==> src/sv/stp_pkg.sv <==
// Shared command codes, status codes and fixed field widths for the software timer pool.
package stp_pkg;

  localparam int CMD_W    = 3;
  localparam int HANDLE_W = 3;
  localparam int LIMIT_W  = 16;
  localparam int ELAPSED_W = 16;

  localparam logic [CMD_W-1:0] CMD_TICK  = 3'd0;
  localparam logic [CMD_W-1:0] CMD_ALLOC = 3'd1;
  localparam logic [CMD_W-1:0] CMD_FREE  = 3'd2;
  localparam logic [CMD_W-1:0] CMD_RESET = 3'd3;
  localparam logic [CMD_W-1:0] CMD_GET   = 3'd4;

  localparam logic STATUS_OK   = 1'b0;
  localparam logic STATUS_FULL = 1'b1;

  localparam logic [LIMIT_W-1:0] LIMIT_RESET = 16'd61000;

endpackage

==> src/sv/software_timer_pool_unit.sv <==
// Software timer pool: shared tick counter, start marks in one memory, busy flags in flops.
//
//   channel   signals                               direction  when taken
//   command   start, busy, command, handle          in         start && !busy
//   result    done, status, granted_handle, elapsed out        done (one cycle)
//   config    cfg_write, cfg_data                   in         cfg_write
//
// Each command reads the start-mark memory in the accept cycle, and one that changes a mark
// writes it back in the next one, during which busy is high and the result is shown.
// Rebasing costs nothing extra: busy timers keep their mark offset by a running base, so
// a rebase only moves the base. Reset is synchronous; no clearing pass is needed because
// per-entry valid bits make unwritten marks read as zero. The receiver cannot stall.
module software_timer_pool_unit #(
  parameter int NUM_TIMERS = 8,
  parameter int TICK_BITS  = 16
) (
  input  logic                             clk,
  input  logic                             rst,
  input  logic                             start,
  output logic                             busy,
  input  logic [stp_pkg::CMD_W-1:0]        command,
  input  logic [stp_pkg::HANDLE_W-1:0]     handle,
  input  logic                             cfg_write,
  input  logic [stp_pkg::LIMIT_W-1:0]      cfg_data,
  output logic                             done,
  output logic                             status,
  output logic [stp_pkg::HANDLE_W-1:0]     granted_handle,
  output logic [stp_pkg::ELAPSED_W-1:0]    elapsed
);
  import stp_pkg::*;

  localparam int AW = (NUM_TIMERS > 1) ? $clog2(NUM_TIMERS) : 1;

  localparam logic S_IDLE = 1'b0;
  localparam logic S_EXEC = 1'b1;

  logic [0:0]           state;
  logic [LIMIT_W-1:0]   rebase_limit;
  logic [TICK_BITS-1:0] tick_count;
  logic [TICK_BITS-1:0] tick_count_next;
  logic [TICK_BITS-1:0] base;
  logic [TICK_BITS-1:0] base_next;
  logic [NUM_TIMERS-1:0] busy_flag;
  logic [NUM_TIMERS-1:0] busy_flag_next;
  logic [NUM_TIMERS-1:0] mark_valid;

  // Busy timers hold (start + base); free timers hold the start mark itself.
  logic [TICK_BITS-1:0] mark_mem [NUM_TIMERS];
  logic [TICK_BITS-1:0] rd_data;
  logic                 mem_we;
  logic [TICK_BITS-1:0] mem_wdata;

  logic [CMD_W-1:0]     cmd_q;
  logic [AW-1:0]        addr_q;
  logic                 hvalid_q;
  logic                 full_q;

  logic                 accept;
  logic [31:0]          handle_w;
  logic [AW-1:0]        handle_addr;
  logic                 handle_valid;
  logic                 free_found;
  logic [AW-1:0]        free_idx;
  logic [AW-1:0]        rd_addr;

  logic [TICK_BITS-1:0] mark_raw;
  logic                 entry_busy;
  logic [TICK_BITS-1:0] tick_inc;
  logic [TICK_BITS-1:0] diff;
  logic [31:0]          diff_w;
  logic [31:0]          grant_w;

  assign busy   = (state == S_EXEC);
  assign done   = (state == S_EXEC);
  assign accept = start && !busy;

  assign handle_w     = {{(32 - HANDLE_W){1'b0}}, handle};
  assign handle_addr  = handle_w[AW-1:0];
  assign handle_valid = (handle_w < 32'(NUM_TIMERS));

  // Lowest free timer.
  always_comb begin
    free_found = 1'b0;
    free_idx   = '0;
    for (int i = NUM_TIMERS - 1; i >= 0; i--) begin
      if (!busy_flag[i]) begin
        free_found = 1'b1;
        free_idx   = AW'(i);
      end
    end
  end

  assign rd_addr = (command == CMD_ALLOC) ? free_idx : handle_addr;

  always_ff @(posedge clk) begin
    if (mem_we) begin
      mark_mem[addr_q] <= mem_wdata;
    end
    rd_data <= mark_mem[rd_addr];
  end

  always_ff @(posedge clk) begin
    if (accept) begin
      cmd_q    <= command;
      addr_q   <= rd_addr;
      hvalid_q <= handle_valid;
      full_q   <= !free_found;
    end
  end

  assign mark_raw   = mark_valid[addr_q] ? rd_data : '0;
  assign entry_busy = busy_flag[addr_q];
  assign tick_inc   = tick_count + TICK_BITS'(1);
  assign grant_w    = {{(32 - AW){1'b0}}, addr_q};

  always_comb begin
    tick_count_next = tick_count;
    base_next       = base;
    busy_flag_next  = busy_flag;
    mem_we          = 1'b0;
    mem_wdata       = '0;
    diff            = '0;
    status          = STATUS_OK;
    granted_handle  = '0;
    if (state == S_EXEC) begin
      case (cmd_q)
        CMD_TICK: begin
          if (32'(tick_inc) >= 32'(rebase_limit)) begin
            tick_count_next = '0;
            base_next       = base + tick_inc;
          end else begin
            tick_count_next = tick_inc;
          end
        end
        CMD_ALLOC: begin
          if (full_q) begin
            status = STATUS_FULL;
          end else begin
            busy_flag_next[addr_q] = 1'b1;
            mem_we                 = 1'b1;
            mem_wdata              = mark_raw + base;
            granted_handle         = grant_w[HANDLE_W-1:0];
          end
        end
        CMD_FREE: begin
          if (hvalid_q && entry_busy) begin
            busy_flag_next[addr_q] = 1'b0;
            mem_we                 = 1'b1;
            mem_wdata              = mark_raw - base;
          end
        end
        CMD_RESET: begin
          if (hvalid_q) begin
            mem_we    = 1'b1;
            mem_wdata = entry_busy ? (tick_count + base) : tick_count;
          end
        end
        CMD_GET: begin
          if (hvalid_q) begin
            diff = entry_busy ? (tick_count + base - mark_raw) : (tick_count - mark_raw);
          end
        end
        default: begin
        end
      endcase
    end
  end

  assign diff_w  = 32'(diff);
  assign elapsed = diff_w[ELAPSED_W-1:0];

  always_ff @(posedge clk) begin
    if (rst) begin
      state        <= S_IDLE;
      rebase_limit <= LIMIT_RESET;
      tick_count   <= '0;
      base         <= '0;
      busy_flag    <= '0;
      mark_valid   <= '0;
    end else begin
      if (cfg_write) begin
        rebase_limit <= cfg_data;
      end
      tick_count <= tick_count_next;
      base       <= base_next;
      busy_flag  <= busy_flag_next;
      if (mem_we) begin
        mark_valid[addr_q] <= 1'b1;
      end
      if (accept) begin
        state <= S_EXEC;
      end else begin
        state <= S_IDLE;
      end
    end
  end

  // Every accepted word yields exactly one result in the next cycle.
  a_result_follows: assert property (@(posedge clk) disable iff (rst)
    accept |=> done)
    else $error("accepted word produced no result");

  a_no_back_to_back: assert property (@(posedge clk) disable iff (rst)
    done |=> !done)
    else $error("two results without an accepted word");

  a_full_clean: assert property (@(posedge clk) disable iff (rst)
    done && (status == STATUS_FULL) |-> (granted_handle == '0) && (elapsed == '0))
    else $error("pool-full result carries data");

  a_grant_marks_busy: assert property (@(posedge clk) disable iff (rst)
    done && (cmd_q == CMD_ALLOC) && (status == STATUS_OK) |=> busy_flag[$past(addr_q)])
    else $error("granted timer not marked busy");

  a_grant_was_free: assert property (@(posedge clk) disable iff (rst)
    done && (cmd_q == CMD_ALLOC) && (status == STATUS_OK) |-> !busy_flag[addr_q])
    else $error("granted timer was already busy");

endmodule

==> config.mk <==
export PLATFORM = sky130hd
export DESIGN_NAME = software_timer_pool_unit
export DESIGN_NICKNAME = d
export VERILOG_FILES = /design/src/sv/stp_pkg.sv /design/src/sv/software_timer_pool_unit.sv
export SDC_FILE = /design/constraint.sdc
export NUM_CORES = 1
export LEC_CHECK = 0
export BUFFER_PORTS_ARGS = -buffer_cell sky130_fd_sc_hd__buf_2
export CAP_MARGIN = 40
export CORE_MARGIN = 1
export CORE_UTILIZATION = 38
export DETAILED_ROUTE_END_ITERATION = 10
export PLACE_DENSITY_LB_ADDON = 0.2
export SLEW_MARGIN = 20
export SYNTH_ARGS = -nofsm -noshare
export SYNTH_HDL_FRONTEND = slang
export SYNTH_SLANG_ARGS = --single-unit
==> constraint.sdc <==
create_clock -name clk -period 4.3 [get_ports clk]
set_input_delay 0.43 -clock clk [delete_from_list [all_inputs] [get_ports clk]]
set_output_delay 0.43 -clock clk [all_outputs]
set_load 0.01 [all_outputs]
==> impl_metrics.tcl, run 1 <==
set metrics [dict create \
    dieArea_um2 35000 \
    setup_ws_ps -616 \
    grt_use_total 0.188 \
    port_buffers 47 \
    gr-total-overflow 0 \
    core_area_um2 33600 \
    setup-violations-final 6 \
    cts.clk_slew.worst_paths_ps 60 \
    clk_path_buf_depth 3 \
    start_util 0.387 \
    rsz0062_at_grt "yes" \
    synth_cells 1279 \
    gp_congestion 0.877 \
    fin_nets 1569 \
    cap_violations 0 \
    synth_seq_cells 216 \
    n_antenna_cell 0 \
    fin_setup_tns_ps -2160 \
    synth_area_leaders "edfxtp_1 31%, dfxtp_1 12%, mux2i_1 9.3%" \
    postCtsHoldBufs 0 \
    worst_ep_arrival_time_ps 4490 \
    cp_max_fo 6 \
    finClkSkew_ps 20.6 \
    ant_nets 0 \
    drive_gt1_frac 0.233 \
    layout_common_cells "135 x edfxtp_1, 134 x buf_4, 120 x mux2i_1" \
    dp_worst_setup_slack_ps -183 \
    grt_max_degree 50 \
    yosysWarnings 0 \
    grt_pass1_wl_um 52400 \
    synth.avg_cell_area_um2 10.2 \
    drc 0 \
    ios 48 \
    dp_hpwl_um 24800 \
    fmax_ghz 0.203 \
    synth_fp_nets 1401 \
    wl_um 33200 \
    rows 67 \
    vias_per_cell 5.20 \
    maxSlewViolCount 0 \
    period_minus_slack_ps 4920 \
    vias 9957 \
    cts_tree "done" \
    p_per_area_nw_per_um2 285 \
    peakVddDrop_v 0.000260 \
    cts_buffers 25 \
    fin_crit_sh 1.14 \
    end_kind "output port" \
    synth_top_flop_cell "edfxtp_1" \
    antenna_found_initial 1 \
    synth_top_area_cell "edfxtp_1" \
    hold_class "in -> reg" \
    layout_commonest_cell "edfxtp_1" \
    yosysSeqAreaShare 0.436 \
    htree_levels 1 \
    synth_edf_count 135 \
    area_growth_syn_to_layout_pct 22.5 \
    synthArstFlopShare 0 \
    worstSetupPathType "reg -> out" \
    die_height_um 187 \
    routedWlPerCell_um 17.3 \
    power_w 0.00454 \
    clock_sinks 216 \
    leakage_nw 6.51 \
    dr.pass1.iters 5 \
    worstSkewPairLatency_ps 540 \
    cts_root_buf "clkbuf_16" \
    violations "setup timing" \
    status "finished, violations left" \
    grt_pass1_vias 9644 \
    tightest_slew_ps 718 \
    slew_headroom 0.509 \
    hold_viol_final 0 \
    dr.first_iter.drc_count 448 \
    worst_setup_path_start_kind "flip-flop" \
    cp.required_ps 3870 \
    die_w_um 187 \
    synth.distinct_cells 86 \
    synth_area_um2 13000 \
    synth_top_area_share 0.312 \
]
## cell usage after synthesis (3+ instances only)
cell and number:
nand2_1 108, clkbuf_1 27, a221o_1 6, nand3_1 20, o41ai_1 3, a21oi_1 81, edfxtp_1 135, nor3_1 30
xor2_1 24, o31ai_1 5, o31a_1 3, o211ai_1 11, nand4_1 6, xnor2_1 36, and2_1 4, buf_1 6
o221ai_1 4, a22oi_1 10, dfxtp_1 81, o2111ai_1 3, a31oi_1 11, and3_1 12, nor3b_1 3, o22ai_1 4
inv_1 73, or3_1 5, nor2_1 115, nor4_1 5, nand3b_1 13, nand2b_1 14, a21o_1 25, mux2i_1 121
ha_1 91, buf_6 3, nor2b_1 11, a211oi_1 5, o21bai_1 10, o21ai_1 10, fa_1 5, o21a_1 16
mux2_2 21, buf_2 13, o21ai_0 35
## registers in the layout, summed over array words and instances (netlist names), named ones only
register / cells
base: 16
rebase_limit: 16
addr_q: 3
busy: 1
full_q: 1
mark_valid: 8
rd_data: 16
cmd_q: 3
tick_count: 16
mark_mem: 128
## report_power, final
part	leakage, nW	switching [W]	internal, W
logic	4.43	0.000121	0.0000999
clock network	0.408	0.000840	0.00127
registers	1.68	0.0000138	0.00220
total	6.51	0.000975	0.00357
## per-layer routing
layer / up-vias / global-route usage / wire (um)
li1: 4979 / - / -
met1: 4788 / 0.253 / 15500
met2: 141 / 0.326 / 16100
met3: 47 / 0.0212 / 1000
met4: 2 / 0.0366 / 518
met5: - / 0 / 9
## cell type report
type / count / area, um2
Sequential cell: 216 / 5680
Fill cell: 3148 / 17700
Inverter: 76 / 285
Clock inverter: 17 / 171
Clock buffer: 29 / 651
Multi-Input combinational cell: 936 / 7190
Timing Repair Buffer: 192 / 1410
Tap cell: 448 / 561
## worst paths after layout
check / start / to / slack, ps / depth (start not counted)
worst max register to register: addr_q[0]$_DFFE_PP_ / mark_mem[4][15]$_DFFE_PP_ / 90 / 16
worst min-delay path: command[0] / cmd_q[0]$_DFFE_PP_ / 80 / 1
worst min register to register: mark_valid[7]$_SDFFE_PP0P_ / mark_valid[7]$_SDFFE_PP0P_ / 480 / 1
worst max-delay path: addr_q[2]$_DFFE_PP_ / elapsed[14] / -620 / 20
## kinds of logic (layout without fill, tap and decap cells)
kind of cell,after synthesis,count (layout),share of synthesized area
multiplexers,144,144,0.113
adder cells (fa/ha/maj),98,98,0.0970
buffers and inverters,127,314,0.0402
AND/OR/NAND/NOR,360,360,0.130
flip-flops,216,216,0.436
XOR/XNOR,62,62,0.0435
AO/OA/AOI/OAI,272,272,0.140
## metrics by stage
stage	cell area (um2)	util	hold WS (ps)	cells
6_report	15900	0.474	80.6	1914
5_1_grt	15900	0.474	71.5	1914
4_1_cts	15700	0.466	59.3	1906
3_5_place_dp	14700	0.436	463	1852
3_3_place_gp	14600	0.435	465	1851
2_1_floorplan	13100	-	440	1279
## worst max-delay path, stage by stage, from the launching register on
cell       delay, ps
edfxtp_1         460
mux2i_1          170
a2bb2oi_2        170
a2bb2oi_2        140
nand2_2          100
buf_6            130
nand2_2           50
o21ai_2           70
ha_2             210
inv_2             40
fa_2             340
a21o_1           200
a21oi_2          150
nor2b_1           60
o21a_1           180
o22a_1           200
a41o_1           220
o41a_1           440
a31oi_2          180
mux2_4           320
buf_6            120
## repair_timing
| item | 4_1_cts | 5_1_grt |
|---|---|---|
| setup endpoints to repair | 33 | 79 |
| buffers inserted | 8 | 7 |
| pin swaps | 10 | 27 |
| gates resized for setup | 35 | 42 |
(Power assumes the default switching activity.)
==> run 2: changes to the inputs <==
--- a/config.mk
+++ b/config.mk
@@ -8,7 +8,7 @@
 export BUFFER_PORTS_ARGS = -buffer_cell sky130_fd_sc_hd__buf_2
 export CAP_MARGIN = 40
 export CORE_MARGIN = 1
-export CORE_UTILIZATION = 38
+export CORE_UTILIZATION = 40
 export DETAILED_ROUTE_END_ITERATION = 10
 export PLACE_DENSITY_LB_ADDON = 0.2
 export SLEW_MARGIN = 20
==> run 2 against run 1 <==
The flow still finishes with violations (setup timing). Clock power hardly changed. Cell count is 1.6% lower. Critical path depth is 2 lower. Fmax is 0.91% higher. Die area is 5.0% lower. Flip-flop and latch count stayed put. Largest power group unchanged.
==> impl_metrics.tcl, run 2 (same netlist as run 1, synthesis figures left out) <==
set metrics [dict create \
    status "finished, violations left" \
    violations "setup timing" \
    clk_path_buf_depth 3 \
    dpl.cell_count 1817 \
    timing.critical_path.mode_cell "buf_6" \
    fin_crit_sh 1.13 \
    critPathTopFamily "compound AO/OA/AOI/OAI gates" \
    period_minus_slack_ps 4870 \
    setup_ws_ps -572 \
    rsz0062_at_grt "yes" \
    fin_nets 1550 \
    cts_buffers 25 \
    rows 65 \
    drive_gt1_frac 0.236 \
    clock_sinks 216 \
    end_kind "output port" \
    fill_cells 2911 \
    area_growth_syn_to_layout_pct 22.4 \
    cap_violations 0 \
    worstSetupPathType "reg -> out" \
    dieArea_um2 33300 \
    r2r_end "mark_mem[6][12]$_DFFE_PP_" \
    vias_per_cell 5.30 \
    finClkSkew_ps 13.3 \
    layout.cells.non_filler 1883 \
    start_util 0.409 \
    htree_levels 1 \
    gp_congestion 0.919 \
    dp_hpwl_um 23700 \
    gr-total-overflow 0 \
    setup-violations-final 6 \
    p_per_area_nw_per_um2 286 \
    die_height_um 182 \
    final_util 0.501 \
    worst_ep_arrival_time_ps 4440 \
    port_buffers 47 \
    largest_reg_flops 128 \
    cts_tree "done" \
    grt_max_degree 50 \
    worstPathCellList "buf_6 -> mux2i_4 -> o2bb2ai_2 -> or2_1 -> buf_4 -> and2_1 -> inv_2 -> fa_2 -> a21o_1 -> a21oi_2 -> nor2b_1 -> o21a_1 -> o22a_1 -> a41o_1 -> o41a_1 -> a31oi_1 -> mux2_4 -> buf_6" \
    fmax_ghz 0.205 \
    hp-start "command[1]" \
    grt_pass1_wl_um 51200 \
    drc 0 \
    top_register "mark_mem" \
    grt_pass1_vias 9662 \
    hold_class "in -> reg" \
    dr.pass1.iters 5 \
    cp_max_fo 5 \
    slew_headroom 0.470 \
    cp-startpoint "addr_q[0]$_DFFE_PP_" \
    hold_path_end "cmd_q[1]$_DFFE_PP_" \
    crit_buf_inv 4 \
    whs_ps 69.7 \
    wl_um 32600 \
    ff2ff_path_depth 22 \
    worstSkewPairLatency_ps 540 \
    cts.clk_slew.worst_paths_ps 60 \
    layout_common_cells "135 x edfxtp_1, 117 x mux2i_1, 113 x buf_4" \
    core_area_um2 31800 \
    grt_use_total 0.195 \
    worst_hold_path.num_cells 1 \
    tightest_slew_ps 775 \
    die_w_um 182 \
    vias 9976 \
    ff2ff_setup_slack_ps 20 \
    routedWlPerCell_um 17.3 \
    rr_startpoint "addr_q[0]$_DFFE_PP_" \
    worst_setup_path_start_kind "flip-flop" \
    leakage_nw 6.41 \
    power_w 0.00456 \
    critPathSlowestCell "edfxtp_1" \
    layout_commonest_cell "edfxtp_1" \
    cts_root_buf "clkbuf_16" \
    antenna_found_initial 1 \
    cp.required_ps 3870 \
    hold_viol_final 0 \
    dr.first_iter.drc_count 604 \
    worst_path_largest_cell_delay_ps 470 \
    maxSlewViolCount 0 \
    ios 48 \
    peakVddDrop_v 0.000254 \
    ant_nets 0 \
    fin_setup_tns_ps -2100 \
]
## run 2: cell count changes in the layout (fill, tap and decap cells not counted), sizes merged
cell,change
bufinv,-1
diode,+1
buf,-19
clkinv,-2
clkbuf,-1
clkinvlp,+1
inv,+3
## run 2: timing repair
action / CTS / global route
buffers inserted: 6 / 16
hold buffers: 0 / 0
pin swaps: 17 / 41
setup endpoints to repair: 41 / 65
gates resized for setup: 33 / 64
## run 2: layout make-up
cell class / instances / area (um2) / area share
diodes: 1 / 2.50 / 0.000157
clock inverters: 18 / 170 / 0.0107
clock buffers: 28 / 667 / 0.0419
multi-input cells: 936 / 7310 / 0.459
repair buffers: 173 / 1270 / 0.0797
inverters: 76 / 285 / 0.0179
flip-flops and latches: 216 / 5680 / 0.356
well taps: 435 / 544 / 0.0342
## run 2: metrics by stage
step	setup slack, ps	instance area [um2]
floorplan	-149	13100
detailed placement	-150	14500
CTS	-601	15500
global placement	-77.6	14500
finish	-572	15900
global route	-744	15900
## run 2: worst reg2reg max path, cell delays in order, from the launching register on
cell and delay [ps]:
edfxtp_1 440, buf_6 170, mux2i_4 250, o2bb2ai_2 100, or2_1 240, buf_4 140, buf_4 150, nand2_4 90
buf_6 100, inv_2 40, ha_4 250, buf_6 130, o21bai_4 130, a21oi_4 70, o31ai_2 220, buf_4 170
nand4_1 160, a31oi_4 250, a21boi_2 90, xnor2_1 120, a222oi_1 430, nor2_1 90, buf_4 170
## run 2: worst max path at each step
stage / to / slack [ps] / depth (start not counted)
after floorplan: elapsed[14] / -150 / 20
after global placement: elapsed[15] / -80 / 17
after detailed placement: elapsed[15] / -150 / 17
after CTS: elapsed[14] / -600 / 18
after global routing: elapsed[14] / -740 / 18
final: elapsed[14] / -570 / 18
## run 2: routing by layer
| metal | vias up | global-route usage | share of wire |
|---|---|---|---|
| met5 | - | 0 | 0 |
| met4 | 0 | 0.0625 | 0.026 |
| met3 | 60 | 0.0235 | 0.038 |
| met2 | 195 | 0.328 | 0.48 |
| met1 | 4780 | 0.261 | 0.46 |
| li1 | 4941 | - | - |
## run 2: power breakdown
part,total [W],leakage [nW],switching (W),internal (W)
Clock,0.00213,0.417,0.000881,0.00125
Combinational,0.000216,4.32,0.000122,0.0000943
Sequential,0.00222,1.68,0.0000147,0.00220
==> run 3: changes to the inputs <==
--- a/config.mk
+++ b/config.mk
@@ -7,6 +7,7 @@
 export LEC_CHECK = 0
 export BUFFER_PORTS_ARGS = -buffer_cell sky130_fd_sc_hd__buf_2
 export CAP_MARGIN = 40
+export CORE_ASPECT_RATIO = 2
 export CORE_MARGIN = 1
 export CORE_UTILIZATION = 40
 export DETAILED_ROUTE_END_ITERATION = 10
==> run 3 against run 2 <==
The flow still finishes with violations (setup timing). Critical endpoint unchanged. Sequential power is essentially flat. Global-route usage rose by 1.6 points. Via count grew 0.85%. Flip-flop and latch count stayed put. Critical path type unchanged. Utilization increased by 0.36 points. Die area increased by 0.13%. Wire length up 5.0%. Total power is 4.9% lower. Clock skew is 5.0 ps higher.
==> impl_metrics.tcl, run 3 (same netlist as run 1, synthesis figures left out) <==
set metrics [dict create \
    largest_reg_flops 128 \
    leakage_nw 6.58 \
    internal_power_w 0.00339 \
    layout_commonest_cell "buf_4" \
    p_seq_frac 0.510 \
    rows 93 \
    whs_ps 112 \
    gp_congestion 0.880 \
    grt_pass1_vias 10326 \
    drc 0 \
    dr.first_iter.drc_count 433 \
    hold_class "in -> reg" \
    worstSkewPairLatency_ps 520 \
    status "finished, violations left" \
    clk_path_buf_depth 3 \
    cts_root_buf "clkbuf_16" \
    ff2ff_setup_slack_ps 40 \
    wl_um 34200 \
    cts_buffers 21 \
    hold_viol_final 0 \
    area_growth_syn_to_layout_pct 24.5 \
    violations "setup timing" \
    setup_ws_ps -730 \
    dp_hpwl_um 25400 \
    dpl.cell_count 1844 \
    htree_levels 1 \
    fmax_ghz 0.199 \
    cp.required_ps 3870 \
    pwr-share-comb 0.050 \
    layout_common_cells "144 x buf_4, 135 x edfxtp_1, 119 x mux2i_1" \
    setup-violations-final 8 \
    fill_cells 3015 \
    worstSetupPathType "reg -> out" \
    die_height_um 257 \
    layout.cells.non_filler 1898 \
    ios 48 \
    start_util 0.405 \
    worstPathCellList "mux2i_1 -> a2bb2oi_2 -> a2bb2oi_2 -> nand2_2 -> buf_12 -> nor2_2 -> a21oi_2 -> buf_4 -> fa_2 -> a21o_1 -> a21oi_2 -> nor2b_1 -> o21a_1 -> o22a_1 -> a41o_1 -> o41a_1 -> a31oi_2 -> mux2_4 -> buf_6" \
    finClkSkew_ps 18.4 \
    top_register "mark_mem" \
    tightest_slew_ps 712 \
    ant_nets 0 \
    worst_setup_path_start_kind "flip-flop" \
    worst_ep_arrival_time_ps 4600 \
    rsz0062_at_grt "yes" \
    ff2ff_path_depth 18 \
    dr.pass1.iters 5 \
    p_per_area_nw_per_um2 268 \
    cap_violations 0 \
    worst_path_largest_cell_delay_ps 450 \
    power_switching_w 0.000951 \
    clock_sinks 216 \
    maxSlewViolCount 0 \
    cts.clk_slew.worst_paths_ps 60 \
    cp_max_fo 6 \
    drive_gt1_frac 0.257 \
    gr-total-overflow 0 \
    slew_headroom 0.525 \
    r2r_end "mark_mem[0][15]$_DFFE_PP_" \
    core_area_um2 32100 \
    worst_hold_path.num_cells 1 \
    port_buffers 47 \
    critPathSlowestCell "edfxtp_1" \
    end_kind "output port" \
    peakVddDrop_v 0.000271 \
    cts_tree "done" \
    hold_path_end "cmd_q[2]$_DFFE_PP_" \
    grt_max_degree 66 \
    dieArea_um2 33300 \
    clkPwrFrac 0.439 \
    vias 10061 \
    dp_worst_setup_slack_ps -341 \
    grt_pass1_wl_um 54000 \
    n_antenna_cell 0 \
    cp-startpoint "addr_q[2]$_DFFE_PP_" \
    grt_use_total 0.211 \
    die_w_um 130 \
    hp-start "command[2]" \
    fin_crit_sh 1.17 \
    routedWlPerCell_um 18.0 \
    vias_per_cell 5.30 \
    period_minus_slack_ps 5030 \
    antenna_found_initial 0 \
    p_sw_frac 0.219 \
    fin_nets 1579 \
    rr_startpoint "addr_q[0]$_DFFE_PP_" \
]
-- run 3: changes by cell type in the layout (fill, tap and decap cells not counted), sizes merged --
cell	delta
buf	+33
clkbuf	-2
clkinv	-7
clkinvlp	+1
diode	-1
inv	-1
-- run 3: routing by layer --
layer	track usage	wire length, um	vias up
met2	0.411	19200	174
met5	0	0	-
met1	0.217	12600	4815
met3	0.0214	839	77
met4	0.101	1580	0
li1	-	-	4995
-- run 3: how the worst max path moves through the flow --
stage | endpoint | slack, ps | depth (start not counted)
2_1_floorplan | elapsed[14] | -150 | 20
3_3_place_gp | elapsed[14] | -340 | 19
3_5_place_dp | elapsed[15] | -340 | 18
4_1_cts | elapsed[14] | -730 | 19
5_1_grt | elapsed[14] | -920 | 19
6_report | elapsed[14] | -730 | 19
-- run 3: timing repair --
| action | 4_1_cts | 5_1_grt |
|---|---|---|
| cloned | 0 | 0 |
| setup buffers | 9 | 12 |
| resized for setup | 45 | 77 |
| pin swaps | 15 | 41 |
| endpoints found under the setup margin | 72 | 82 |
| hold buffers | 0 | 0 |
-- run 3: area by class of cell --
| class | count | area (um2) | share of cell area |
|---|---|---|---|
| Clock buffer | 26 | 584 | 0.0361 |
| Clock inverter | 11 | 124 | 0.00764 |
| Inverter | 76 | 293 | 0.0181 |
| Multi-Input combinational cell | 936 | 7450 | 0.460 |
| Sequential cell | 216 | 5680 | 0.350 |
| Tap cell | 427 | 534 | 0.0330 |
| Timing Repair Buffer | 206 | 1540 | 0.0953 |
-- run 3: critical path: cells and delay by family (launching register included) --
family                   cells  cell delay [ps]
AO/OA/AOI/OAI               10             2010
multiplexers                 2              560
flip-flops                   1              450
buffers and inverters        3              440
adder cells (fa/ha/maj)      1              380
AND/OR/NAND/NOR              3              260
-- run 3: power groups by stage --
stage          Clock [W]  Combinational, W  Sequential, W
4_1_cts          0.00196          0.000215        0.00221
5_1_grt          0.00204          0.000238        0.00222
2_1_floorplan          0          0.000145        0.00225
3_5_place_dp           0          0.000208        0.00226
6_report         0.00191          0.000218        0.00222
3_3_place_gp           0          0.000206        0.00226
-- run 3: per-stage QoR --
stage / power (W) / utilization / setup TNS (ps) / area (um2)
2_1_floorplan: 0.00240 / - / -149 / 13100
3_5_place_dp: 0.00247 / 0.459 / -7760 / 14700
6_report: 0.00434 / 0.505 / -2880 / 16200
4_1_cts: 0.00439 / 0.490 / -3010 / 15700
5_1_grt: 0.00449 / 0.505 / -6460 / 16200
3_3_place_gp: 0.00247 / 0.459 / -3890 / 14700
